File: src/rtl/core/stb_pkg.sv
// Types and constants shared by the timer bank modules.
// Depends on nothing.
package stb_pkg;

    localparam logic [2:0] KIND_TICK       = 3'd0;
    localparam logic [2:0] KIND_INIT       = 3'd1;
    localparam logic [2:0] KIND_ON_OFF     = 3'd2;
    localparam logic [2:0] KIND_RESTART    = 3'd3;
    localparam logic [2:0] KIND_SET_PERIOD = 3'd4;
    localparam logic [2:0] KIND_POLL       = 3'd5;

    localparam int TICK_W = 10;
    localparam int CNT_W  = 32;

    typedef struct packed {
        logic [2:0]       kind;
        logic [3:0]       timer_index;
        logic [CNT_W-1:0] period_len;
        logic             auto_reload;
        logic             notify_enable;
        logic             run_enable;
    } in_item_t;

    typedef struct packed {
        logic       event_valid;
        logic [3:0] event_index;
        logic       timed_out;
        logic       last;
    } out_item_t;

    typedef struct packed {
        logic [2:0]       kind;
        logic [3:0]       timer_index;
        logic             in_range;
        logic             apply;
        logic [CNT_W-1:0] ticks;
        logic             auto_reload;
        logic             notify_enable;
        logic             run_enable;
    } cmd_t;

endpackage

File: src/rtl/core/soft_timer_bank.sv
// Top level of the countdown timer bank: configuration register and the
// front end, command queue and back end. Depends on stb_pkg, stb_front,
// stb_fifo and stb_back.
//
// Usage: the tick length in ms is written over the APB-style port at
// address 0 while the block is idle; reads return it. Items enter on
// in_valid/in_ready and results leave on out_valid/out_ready, each result
// carrying last on the final one of its item.
// An init or set-period item for an in-range timer, with a nonzero tick
// length and, for set-period, a nonzero period, goes through the front
// end's bit-serial divider, one quotient bit a cycle; other items pass the
// front undivided. A tick walks the timer state one entry a cycle, save for
// the pause below, with both back end memories read at one shared address.
// The two-entry queue lets the front accept and divide the next item while
// the back end is still busy.
// Reset clears all timer flags, the tick length and all queues; counts are
// undefined until an init writes them. A stalled receiver holds the result
// register, and the tick walk pauses when a second event is waiting.
module soft_timer_bank
    import stb_pkg::*;
#(
    parameter int NUM_TIMERS = 16
)
(
    input  logic        clk,
    input  logic        rst_n,
    input  logic        psel,
    input  logic        penable,
    input  logic        pwrite,
    input  logic [2:0]  paddr,
    input  logic [31:0] pwdata,
    output logic [31:0] prdata,
    output logic        pready,
    input  logic        in_valid,
    output logic        in_ready,
    input  in_item_t    in_item,
    output logic        out_valid,
    input  logic        out_ready,
    output out_item_t   out_item
);

    logic [TICK_W-1:0] tick_reg, tick_next;
    logic              push_valid, push_ready, pop_valid, pop_ready;
    cmd_t              push_data, pop_data;

    assign pready = 1'b1;
    assign prdata = paddr[2] ? 32'd0 : {{(32-TICK_W){1'b0}}, tick_reg};

    always_comb
    begin
        tick_next = tick_reg;
        if (psel && penable && pwrite && !paddr[2])
        begin
            tick_next = pwdata[TICK_W-1:0];
        end
    end

    always_ff @(posedge clk or negedge rst_n)
    begin
        if (!rst_n)
        begin
            tick_reg <= '0;
        end
        else
        begin
            tick_reg <= tick_next;
        end
    end

    stb_front #(.NUM_TIMERS(NUM_TIMERS)) u_front (
        .clk        (clk),
        .rst_n      (rst_n),
        .tick_ms    (tick_reg),
        .in_valid   (in_valid),
        .in_ready   (in_ready),
        .in_item    (in_item),
        .push_valid (push_valid),
        .push_ready (push_ready),
        .push_data  (push_data)
    );

    stb_fifo u_fifo (
        .clk        (clk),
        .rst_n      (rst_n),
        .push_valid (push_valid),
        .push_ready (push_ready),
        .push_data  (push_data),
        .pop_valid  (pop_valid),
        .pop_ready  (pop_ready),
        .pop_data   (pop_data)
    );

    stb_back #(.NUM_TIMERS(NUM_TIMERS)) u_back (
        .clk       (clk),
        .rst_n     (rst_n),
        .pop_valid (pop_valid),
        .pop_ready (pop_ready),
        .pop_data  (pop_data),
        .out_valid (out_valid),
        .out_ready (out_ready),
        .out_item  (out_item)
    );

endmodule

File: src/rtl/core/stb_front.sv
// Front end: accepts items, checks them and converts periods to ticks.
// Depends on stb_pkg.
module stb_front
    import stb_pkg::*;
#(
    parameter int NUM_TIMERS = 16
)
(
    input  logic              clk,
    input  logic              rst_n,
    input  logic [TICK_W-1:0] tick_ms,
    input  logic              in_valid,
    output logic              in_ready,
    input  in_item_t          in_item,
    output logic              push_valid,
    input  logic              push_ready,
    output cmd_t              push_data
);

    localparam logic [1:0] F_IDLE = 2'd0;
    localparam logic [1:0] F_DIV  = 2'd1;
    localparam logic [1:0] F_PUSH = 2'd2;

    logic [1:0]       state_reg, state_next;
    cmd_t             cmd_reg, cmd_next;
    logic [CNT_W-1:0] quot_reg, quot_next;
    logic [TICK_W-1:0] rem_reg, rem_next;
    logic [4:0]       cnt_reg, cnt_next;

    logic              in_range;
    logic              tick_ok;
    logic              needs_div;
    logic [TICK_W:0]   shifted;
    logic              ge;
    logic [TICK_W:0]   diff;

    assign in_range  = {3'b000, in_item.timer_index} < 7'(NUM_TIMERS);
    assign tick_ok   = tick_ms != '0;
    assign needs_div = in_range && tick_ok &&
                       ((in_item.kind == KIND_INIT) ||
                        ((in_item.kind == KIND_SET_PERIOD) && (in_item.period_len != '0)));
    assign shifted   = {rem_reg, quot_reg[CNT_W-1]};
    assign ge        = shifted >= {1'b0, tick_ms};
    assign diff      = shifted - {1'b0, tick_ms};

    assign in_ready   = state_reg == F_IDLE;
    assign push_valid = state_reg == F_PUSH;

    always_comb
    begin
        push_data       = cmd_reg;
        push_data.ticks = quot_reg;
    end

    always_comb
    begin
        state_next = state_reg;
        cmd_next   = cmd_reg;
        quot_next  = quot_reg;
        rem_next   = rem_reg;
        cnt_next   = cnt_reg;
        unique case (state_reg)
            F_IDLE:
            begin
                if (in_valid)
                begin
                    cmd_next.kind          = in_item.kind;
                    cmd_next.timer_index   = in_item.timer_index;
                    cmd_next.in_range      = in_range;
                    cmd_next.apply         = needs_div;
                    cmd_next.ticks         = in_item.period_len;
                    cmd_next.auto_reload   = in_item.auto_reload;
                    cmd_next.notify_enable = in_item.notify_enable;
                    cmd_next.run_enable    = in_item.run_enable;
                    quot_next = in_item.period_len;
                    rem_next  = '0;
                    cnt_next  = '0;
                    state_next = needs_div ? F_DIV : F_PUSH;
                end
            end
            F_DIV:
            begin
                quot_next = {quot_reg[CNT_W-2:0], ge};
                rem_next  = ge ? diff[TICK_W-1:0] : shifted[TICK_W-1:0];
                cnt_next  = cnt_reg + 5'd1;
                if (cnt_reg == 5'd31)
                begin
                    state_next = F_PUSH;
                end
            end
            F_PUSH:
            begin
                if (push_ready)
                begin
                    state_next = F_IDLE;
                end
            end
            default:
            begin
                state_next = F_IDLE;
            end
        endcase
    end

    always_ff @(posedge clk or negedge rst_n)
    begin
        if (!rst_n)
        begin
            state_reg <= F_IDLE;
        end
        else
        begin
            state_reg <= state_next;
        end
    end

    always_ff @(posedge clk)
    begin
        cmd_reg  <= cmd_next;
        quot_reg <= quot_next;
        rem_reg  <= rem_next;
        cnt_reg  <= cnt_next;
    end

endmodule

File: src/rtl/core/stb_fifo.sv
// Two-entry command queue between front and back end.
// Depends on stb_pkg.
module stb_fifo
    import stb_pkg::*;
(
    input  logic clk,
    input  logic rst_n,
    input  logic push_valid,
    output logic push_ready,
    input  cmd_t push_data,
    output logic pop_valid,
    input  logic pop_ready,
    output cmd_t pop_data
);

    cmd_t       slot_reg [2];
    logic       wr_ptr_reg, wr_ptr_next;
    logic       rd_ptr_reg, rd_ptr_next;
    logic [1:0] count_reg, count_next;
    logic       do_push;
    logic       do_pop;

    assign push_ready = count_reg != 2'd2;
    assign pop_valid  = count_reg != 2'd0;
    assign pop_data   = slot_reg[rd_ptr_reg];
    assign do_push    = push_valid && push_ready;
    assign do_pop     = pop_valid && pop_ready;

    always_comb
    begin
        wr_ptr_next = do_push ? ~wr_ptr_reg : wr_ptr_reg;
        rd_ptr_next = do_pop ? ~rd_ptr_reg : rd_ptr_reg;
        count_next  = count_reg + 2'(do_push) - 2'(do_pop);
    end

    always_ff @(posedge clk or negedge rst_n)
    begin
        if (!rst_n)
        begin
            wr_ptr_reg <= 1'b0;
            rd_ptr_reg <= 1'b0;
            count_reg  <= 2'd0;
        end
        else
        begin
            wr_ptr_reg <= wr_ptr_next;
            rd_ptr_reg <= rd_ptr_next;
            count_reg  <= count_next;
        end
    end

    always_ff @(posedge clk)
    begin
        if (do_push)
        begin
            slot_reg[wr_ptr_reg] <= push_data;
        end
    end

endmodule

File: src/rtl/core/stb_back.sv
// Back end: timer state, tick walk and result register.
// Depends on stb_pkg.
module stb_back
    import stb_pkg::*;
#(
    parameter int NUM_TIMERS = 16
)
(
    input  logic      clk,
    input  logic      rst_n,
    input  logic      pop_valid,
    output logic      pop_ready,
    input  cmd_t      pop_data,
    output logic      out_valid,
    input  logic      out_ready,
    output out_item_t out_item
);

    localparam int TW = (NUM_TIMERS > 1) ? $clog2(NUM_TIMERS) : 1;
    localparam logic [TW-1:0] LAST_IDX = TW'(NUM_TIMERS - 1);

    localparam logic [1:0] B_IDLE  = 2'd0;
    localparam logic [1:0] B_CMD   = 2'd1;
    localparam logic [1:0] B_WALK  = 2'd2;
    localparam logic [1:0] B_FLUSH = 2'd3;

    logic [1:0]            state_reg, state_next;
    cmd_t                  cmd_reg, cmd_next;
    logic [TW-1:0]         idx_reg, idx_next;
    logic                  pend_valid_reg, pend_valid_next;
    logic [TW-1:0]         pend_idx_reg, pend_idx_next;
    logic [NUM_TIMERS-1:0] registered_reg, registered_next;
    logic [NUM_TIMERS-1:0] running_reg, running_next;
    logic [NUM_TIMERS-1:0] flag_reg, flag_next;
    logic [NUM_TIMERS-1:0] reload_reg, reload_next;
    logic [NUM_TIMERS-1:0] notify_reg, notify_next;
    logic                  out_valid_reg, out_valid_next;
    out_item_t             out_item_reg, out_item_next;

    logic [CNT_W-1:0] rem_mem [NUM_TIMERS];
    logic [CNT_W-1:0] rel_mem [NUM_TIMERS];
    logic [CNT_W-1:0] rem_rd_reg;
    logic [CNT_W-1:0] rel_rd_reg;
    logic             rem_we, rel_we;
    logic [TW-1:0]    wr_addr, rd_addr;
    logic [CNT_W-1:0] rem_wd, rel_wd;

    logic             slot_free;
    logic             push_out;
    out_item_t        push_item;
    logic [TW-1:0]    t;
    logic             active, expired, ev, advance;
    logic [CNT_W-1:0] dec;

    assign slot_free = !out_valid_reg || out_ready;
    assign pop_ready = state_reg == B_IDLE;
    assign out_valid = out_valid_reg;
    assign out_item  = out_item_reg;
    assign t         = TW'(cmd_reg.timer_index);

    assign active  = registered_reg[idx_reg] && running_reg[idx_reg];
    assign dec     = rem_rd_reg - 32'd1;
    assign expired = active && (dec == '0);
    assign ev      = expired && notify_reg[idx_reg];
    assign advance = !(ev && pend_valid_reg) || slot_free;

    always_comb
    begin
        state_next      = state_reg;
        cmd_next        = cmd_reg;
        idx_next        = idx_reg;
        pend_valid_next = pend_valid_reg;
        pend_idx_next   = pend_idx_reg;
        registered_next = registered_reg;
        running_next    = running_reg;
        flag_next       = flag_reg;
        reload_next     = reload_reg;
        notify_next     = notify_reg;
        rem_we    = 1'b0;
        rel_we    = 1'b0;
        wr_addr   = t;
        rem_wd    = cmd_reg.ticks;
        rel_wd    = cmd_reg.ticks;
        rd_addr   = idx_reg;
        push_out  = 1'b0;
        push_item = '0;
        unique case (state_reg)
            B_IDLE:
            begin
                if (pop_valid)
                begin
                    cmd_next = pop_data;
                    if (pop_data.kind == KIND_TICK)
                    begin
                        idx_next        = '0;
                        pend_valid_next = 1'b0;
                        rd_addr         = '0;
                        state_next      = B_WALK;
                    end
                    else
                    begin
                        rd_addr    = TW'(pop_data.timer_index);
                        state_next = B_CMD;
                    end
                end
            end
            B_CMD:
            begin
                rd_addr = t;
                if (slot_free)
                begin
                    push_out       = 1'b1;
                    push_item.last = 1'b1;
                    if (cmd_reg.in_range)
                    begin
                        unique case (cmd_reg.kind)
                            KIND_INIT:
                            begin
                                if (cmd_reg.apply && !registered_reg[t])
                                begin
                                    registered_next[t] = 1'b1;
                                    running_next[t]    = 1'b0;
                                    flag_next[t]       = 1'b0;
                                    reload_next[t]     = cmd_reg.auto_reload;
                                    notify_next[t]     = cmd_reg.notify_enable;
                                    rem_we = 1'b1;
                                    rel_we = 1'b1;
                                end
                            end
                            KIND_ON_OFF:
                            begin
                                running_next[t] = cmd_reg.run_enable;
                            end
                            KIND_RESTART:
                            begin
                                flag_next[t]    = 1'b0;
                                running_next[t] = 1'b1;
                                rem_wd = rel_rd_reg;
                                rem_we = 1'b1;
                            end
                            KIND_SET_PERIOD:
                            begin
                                rem_we = cmd_reg.apply;
                                rel_we = cmd_reg.apply;
                            end
                            KIND_POLL:
                            begin
                                push_item.timed_out = flag_reg[t];
                                flag_next[t]        = 1'b0;
                            end
                            default:
                            begin
                            end
                        endcase
                    end
                    state_next = B_IDLE;
                end
            end
            B_WALK:
            begin
                if (advance)
                begin
                    rd_addr = (idx_reg == LAST_IDX) ? '0 : idx_reg + TW'(1);
                    wr_addr = idx_reg;
                    rem_wd  = (expired && reload_reg[idx_reg]) ? rel_rd_reg : dec;
                    rem_we  = active;
                    if (expired)
                    begin
                        flag_next[idx_reg] = !notify_reg[idx_reg];
                        if (!reload_reg[idx_reg])
                        begin
                            running_next[idx_reg] = 1'b0;
                        end
                    end
                    if (ev)
                    begin
                        if (pend_valid_reg)
                        begin
                            push_out              = 1'b1;
                            push_item.event_valid = 1'b1;
                            push_item.event_index = 4'(pend_idx_reg);
                        end
                        pend_valid_next = 1'b1;
                        pend_idx_next   = idx_reg;
                    end
                    if (idx_reg == LAST_IDX)
                    begin
                        state_next = B_FLUSH;
                    end
                    else
                    begin
                        idx_next = idx_reg + TW'(1);
                    end
                end
            end
            B_FLUSH:
            begin
                if (slot_free)
                begin
                    push_out              = 1'b1;
                    push_item.last        = 1'b1;
                    push_item.event_valid = pend_valid_reg;
                    push_item.event_index = pend_valid_reg ? 4'(pend_idx_reg) : 4'd0;
                    pend_valid_next       = 1'b0;
                    state_next            = B_IDLE;
                end
            end
            default:
            begin
                state_next = B_IDLE;
            end
        endcase
    end

    always_comb
    begin
        out_item_next = out_item_reg;
        if (push_out)
        begin
            out_valid_next = 1'b1;
            out_item_next  = push_item;
        end
        else if (out_ready)
        begin
            out_valid_next = 1'b0;
        end
        else
        begin
            out_valid_next = out_valid_reg;
        end
    end

    always_ff @(posedge clk or negedge rst_n)
    begin
        if (!rst_n)
        begin
            state_reg      <= B_IDLE;
            pend_valid_reg <= 1'b0;
            registered_reg <= '0;
            running_reg    <= '0;
            flag_reg       <= '0;
            reload_reg     <= '0;
            notify_reg     <= '0;
            out_valid_reg  <= 1'b0;
        end
        else
        begin
            state_reg      <= state_next;
            pend_valid_reg <= pend_valid_next;
            registered_reg <= registered_next;
            running_reg    <= running_next;
            flag_reg       <= flag_next;
            reload_reg     <= reload_next;
            notify_reg     <= notify_next;
            out_valid_reg  <= out_valid_next;
        end
    end

    always_ff @(posedge clk)
    begin
        cmd_reg      <= cmd_next;
        idx_reg      <= idx_next;
        pend_idx_reg <= pend_idx_next;
        out_item_reg <= out_item_next;
    end

    always_ff @(posedge clk)
    begin
        if (rem_we)
        begin
            rem_mem[wr_addr] <= rem_wd;
        end
        if (rel_we)
        begin
            rel_mem[wr_addr] <= rel_wd;
        end
        rem_rd_reg <= rem_mem[rd_addr];
        rel_rd_reg <= rel_mem[rd_addr];
    end

endmodule
File: config.mk
export PLATFORM = sky130hd
export DESIGN_NAME = soft_timer_bank
export DESIGN_NICKNAME = d
export VERILOG_FILES = /design/src/rtl/core/stb_pkg.sv /design/src/rtl/core/soft_timer_bank.sv /design/src/rtl/core/stb_front.sv /design/src/rtl/core/stb_fifo.sv /design/src/rtl/core/stb_back.sv
export SDC_FILE = /design/constraint.sdc
export NUM_CORES = 1
export LEC_CHECK = 0
export ABC_AREA = 1
export BUFFER_PORTS_ARGS = -buffer_cell sky130_fd_sc_hd__buf_4
export CORE_MARGIN = 2
export CORE_UTILIZATION = 40
export CTS_CLUSTER_SIZE = 12
export DETAILED_ROUTE_END_ITERATION = 7
export MAX_ROUTING_LAYER = met4
export PLACE_DENSITY = 0.66
export SLEW_MARGIN = 20
export SYNTH_ARGS = -nofsm -noshare
export SYNTH_HDL_FRONTEND = slang
export SYNTH_SLANG_ARGS = --single-unit
File: constraint.sdc
create_clock -name clk -period 5.1 [get_ports clk]
set_input_delay 1.02 -clock clk [delete_from_list [all_inputs] [get_ports clk]]
set_output_delay 1.02 -clock clk [all_outputs]
set_load 0.005 [all_outputs]
==> results.md <==
- Area enclosed by the die boundary: 0.1581 mm²
- Max_cap viols: 0
- Via count: 43.26k
- Final Net Count: 6044
- Syn Area/Cell: 10.50 µm²
- Arrival time of data at the critical path endpoint: 5100 ps
- Result of the run: finished clean
- TritonCTS clock tree: done
- Classification of the worst setup path: register to register
- Ys flop type: edfxtp_1
- Seq/Total Area, Yosys: 0.6549
- Critical-path cell list: inv_1 > ha_1 > inv_1 > nor2_1 > nand2_1 > o21ai_1 > nand2_1 > nor2_1 > nand2_1 > nor2_1 > nand3_1 > nor2_4 > nand3_2 > nand2_1 > nand2_1 > o21ai_0 > inv_1 > nor2_1 > nand2_1 > nor2_4 > buf_12
- Critical Path Start Type: register
- Number of warnings issued by yosys: 0
- Layout cell share with drive strength beyond 1: 0.08763
- Share of the cycle needed by the critical path after routing: 0.9151
- Post-layout min period: 4667 ps
- Proportion of synthesized flip-flops having asynchronous set or reset: 0.07194
- Crit path launch: u_back.rem_rd_reg[0]
- Flops & latches, synth: 1390
- Root Driver: clkbuf_16
- Dominant delay contributor by cell family on the critical path: simple AND/OR/NAND/NOR gates
- Worst path buffer plus inverter count: 4
- HPWL after DPL: 91310 µm
- Buffers added on ports: 78
- DIE WIDTH: 397.7 µm
- Number of global-route vias before repair: 41.38k
- Post-synth top area share: 0.5939
- EDFF count, synth: 1226
- Hold slack: 290.3 ps
- Buffers from clock root to sink, at most: 3
- Number of diodes: 0
- Synthesized instance count: 5906
- Slew headroom: 0.3059
- Achievable Freq: 214.3 MHz
- Post-route ant nets: 0
- Routed len/inst: 19.76 µm
- Clock slew at the register clock pins of the worst setup and hold paths: 60 ps
- Crit-path max FO: 32
- Area after DPL: 0.06557 mm²
- Sink count of the clock tree: 1390
- Inserted Clock Buffers: 146
- Clock insertion delay at the later pin of the skew report: 800 ps
- HP Class: primary input to async pin
- Number of placement rows: 144
- Transition time of the tightest slew-check pin: 1035 ps
- Slowest CP cell: ha_1
- Area overhead of the layout relative to synthesis: 13.03%
- Area of the core: 0.1540 mm²
- Kind of end point of the critical path: register
- Setup repair after global routing missed its margin: no
- Ranking of synthesized cells by area: edfxtp_1 59%, nand3_1 8.6%, nand2_1 8.4%
- GP Congestion: 0.8840
- Post-detailed-route via-to-cell ratio: 5.346
- Vertical die dimension: 397.7 µm
- Summed negative setup slack over all endpoints: 0 ps
- Required time worst endpoint: 5540 ps
- Final number of max-transition violations: 0
- Detailed Route WL: 159900 µm
- DRC violations left: 0
- Total grt overflow: 0
- Starting DRC count in detailed routing: 4594
- Number of library cell types mapped by synthesis: 54
- Level count of the clock H-tree: 4
- Total GRT Usage: 0.2067
- Number of cells after detailed placement: 7830
- Top-level port count: 126
- Number of iterations in the first detailed-routing pass: 6
- Final hold vios: 0
- Final setup violation count: 0
- Worst flop-to-flop path startpoint: u_back.rem_rd_reg[0]
- Maximum number of pins on one net before global-route repair: 147
- Final worst clock skew: 35.56 ps
- Final instance area: 0.07007 mm²
- Effective utilization at floorplan: 0.4024
- Yosys top cell by area: edfxtp_1
- Crit-path most repeated cell: nand2_1
- Initial antenna violation count: 1
- Number of standard cells in the final layout excluding fillers: 8092
- Global-route wire length before repair: 245900 µm
- Maximum single-stage delay on the critical path: 350 ps
- Netlist area before placement: 0.06199 mm²
## Yosys cell counts (79+ instances only)
library cell and instances:
o21ai_0 155, a21oi_1 79, edfxtp_1 1226, nand2_1 1390, nand3b_1 196, buf_2 191
dfrtp_1 100, clkbuf_1 87, nand3_1 1071, nor2_1 253, inv_1 634
## per-layer routing
metal | global-route usage | vias to the layer above | routed length [µm]
li1 | - | 20220 | -
met1 | 0.2810 | 20970 | 69110
met2 | 0.3178 | 1793 | 73450
met3 | 0.03379 | 275 | 13220
met4 | 0.06473 | 0 | 4127
met5 | - | - | 0
## stage by stage
step / setup WS (ps) / util
2_1_floorplan: 546.8 / -
3_3_place_gp: 418.9 / 0.4256
3_5_place_dp: 359.0 / 0.4256
4_1_cts: 317.3 / 0.4548
5_1_grt: 93.61 / 0.4549
6_report: 433.1 / 0.4549
## cell usage in the layout, fill, tap and decap left out, drive strengths merged, types with 27 or more instances in the layout
cell type	count
nand3b	196
edfxtp	1226
a21oi	80
dfxtp	64
nand3	1072
buf	230
nor2	264
nand4	27
inv	645
a22o	27
clkinv	38
nand2	1397
o21ai	176
o22ai	64
nor3	40
dfrtp	100
clkbuf	213
mux2	40
## layout make-up
type | count | area, µm²
fillers | 13900 | 83980
clock buffers | 213 | 4028
flip-flops and latches | 1390 | 40600
multi-input cells | 3526 | 17400
well taps | 2044 | 2557
inverters | 640 | 2409
repair buffers | 230 | 2610
clock inverters | 49 | 470.5
## kinds of logic after synthesis
group,count (synthesis),share of synthesized area
adder cells (fa/ha/maj),26,0.005369
XOR/XNOR,15,0.002119
AND/OR/NAND/NOR,3010,0.2201
AO/OA/AOI/OAI,409,0.03847
other,2,0.0001211
buffers and inverters,1011,0.07117
flip-flops,1390,0.6549
multiplexers,43,0.007750
## worst paths after layout
path,slack [ps],to,depth (start not counted)
max in group asynchronous,3960,u_back.reload_reg[4],2
worst max-delay path,430,u_back.rem_mem[7][20],21
worst min-delay path,290,tick_reg[7],1
min in group clk,420,u_front.push_data[0],1
worst min register to register,450,u_fifo.slot_reg[1][2],0
worst max register to register,430,u_back.rem_mem[7][20],21
## repair_timing
item	CTS	global route
buffers inserted	0	0
setup endpoints to repair	0	8
hold buffers	0	0
gates resized for setup	0	1
Power is left out: the tool's default activity adds up to more than one toggle a clock period on the data nets, which glitch-free logic cannot reach.
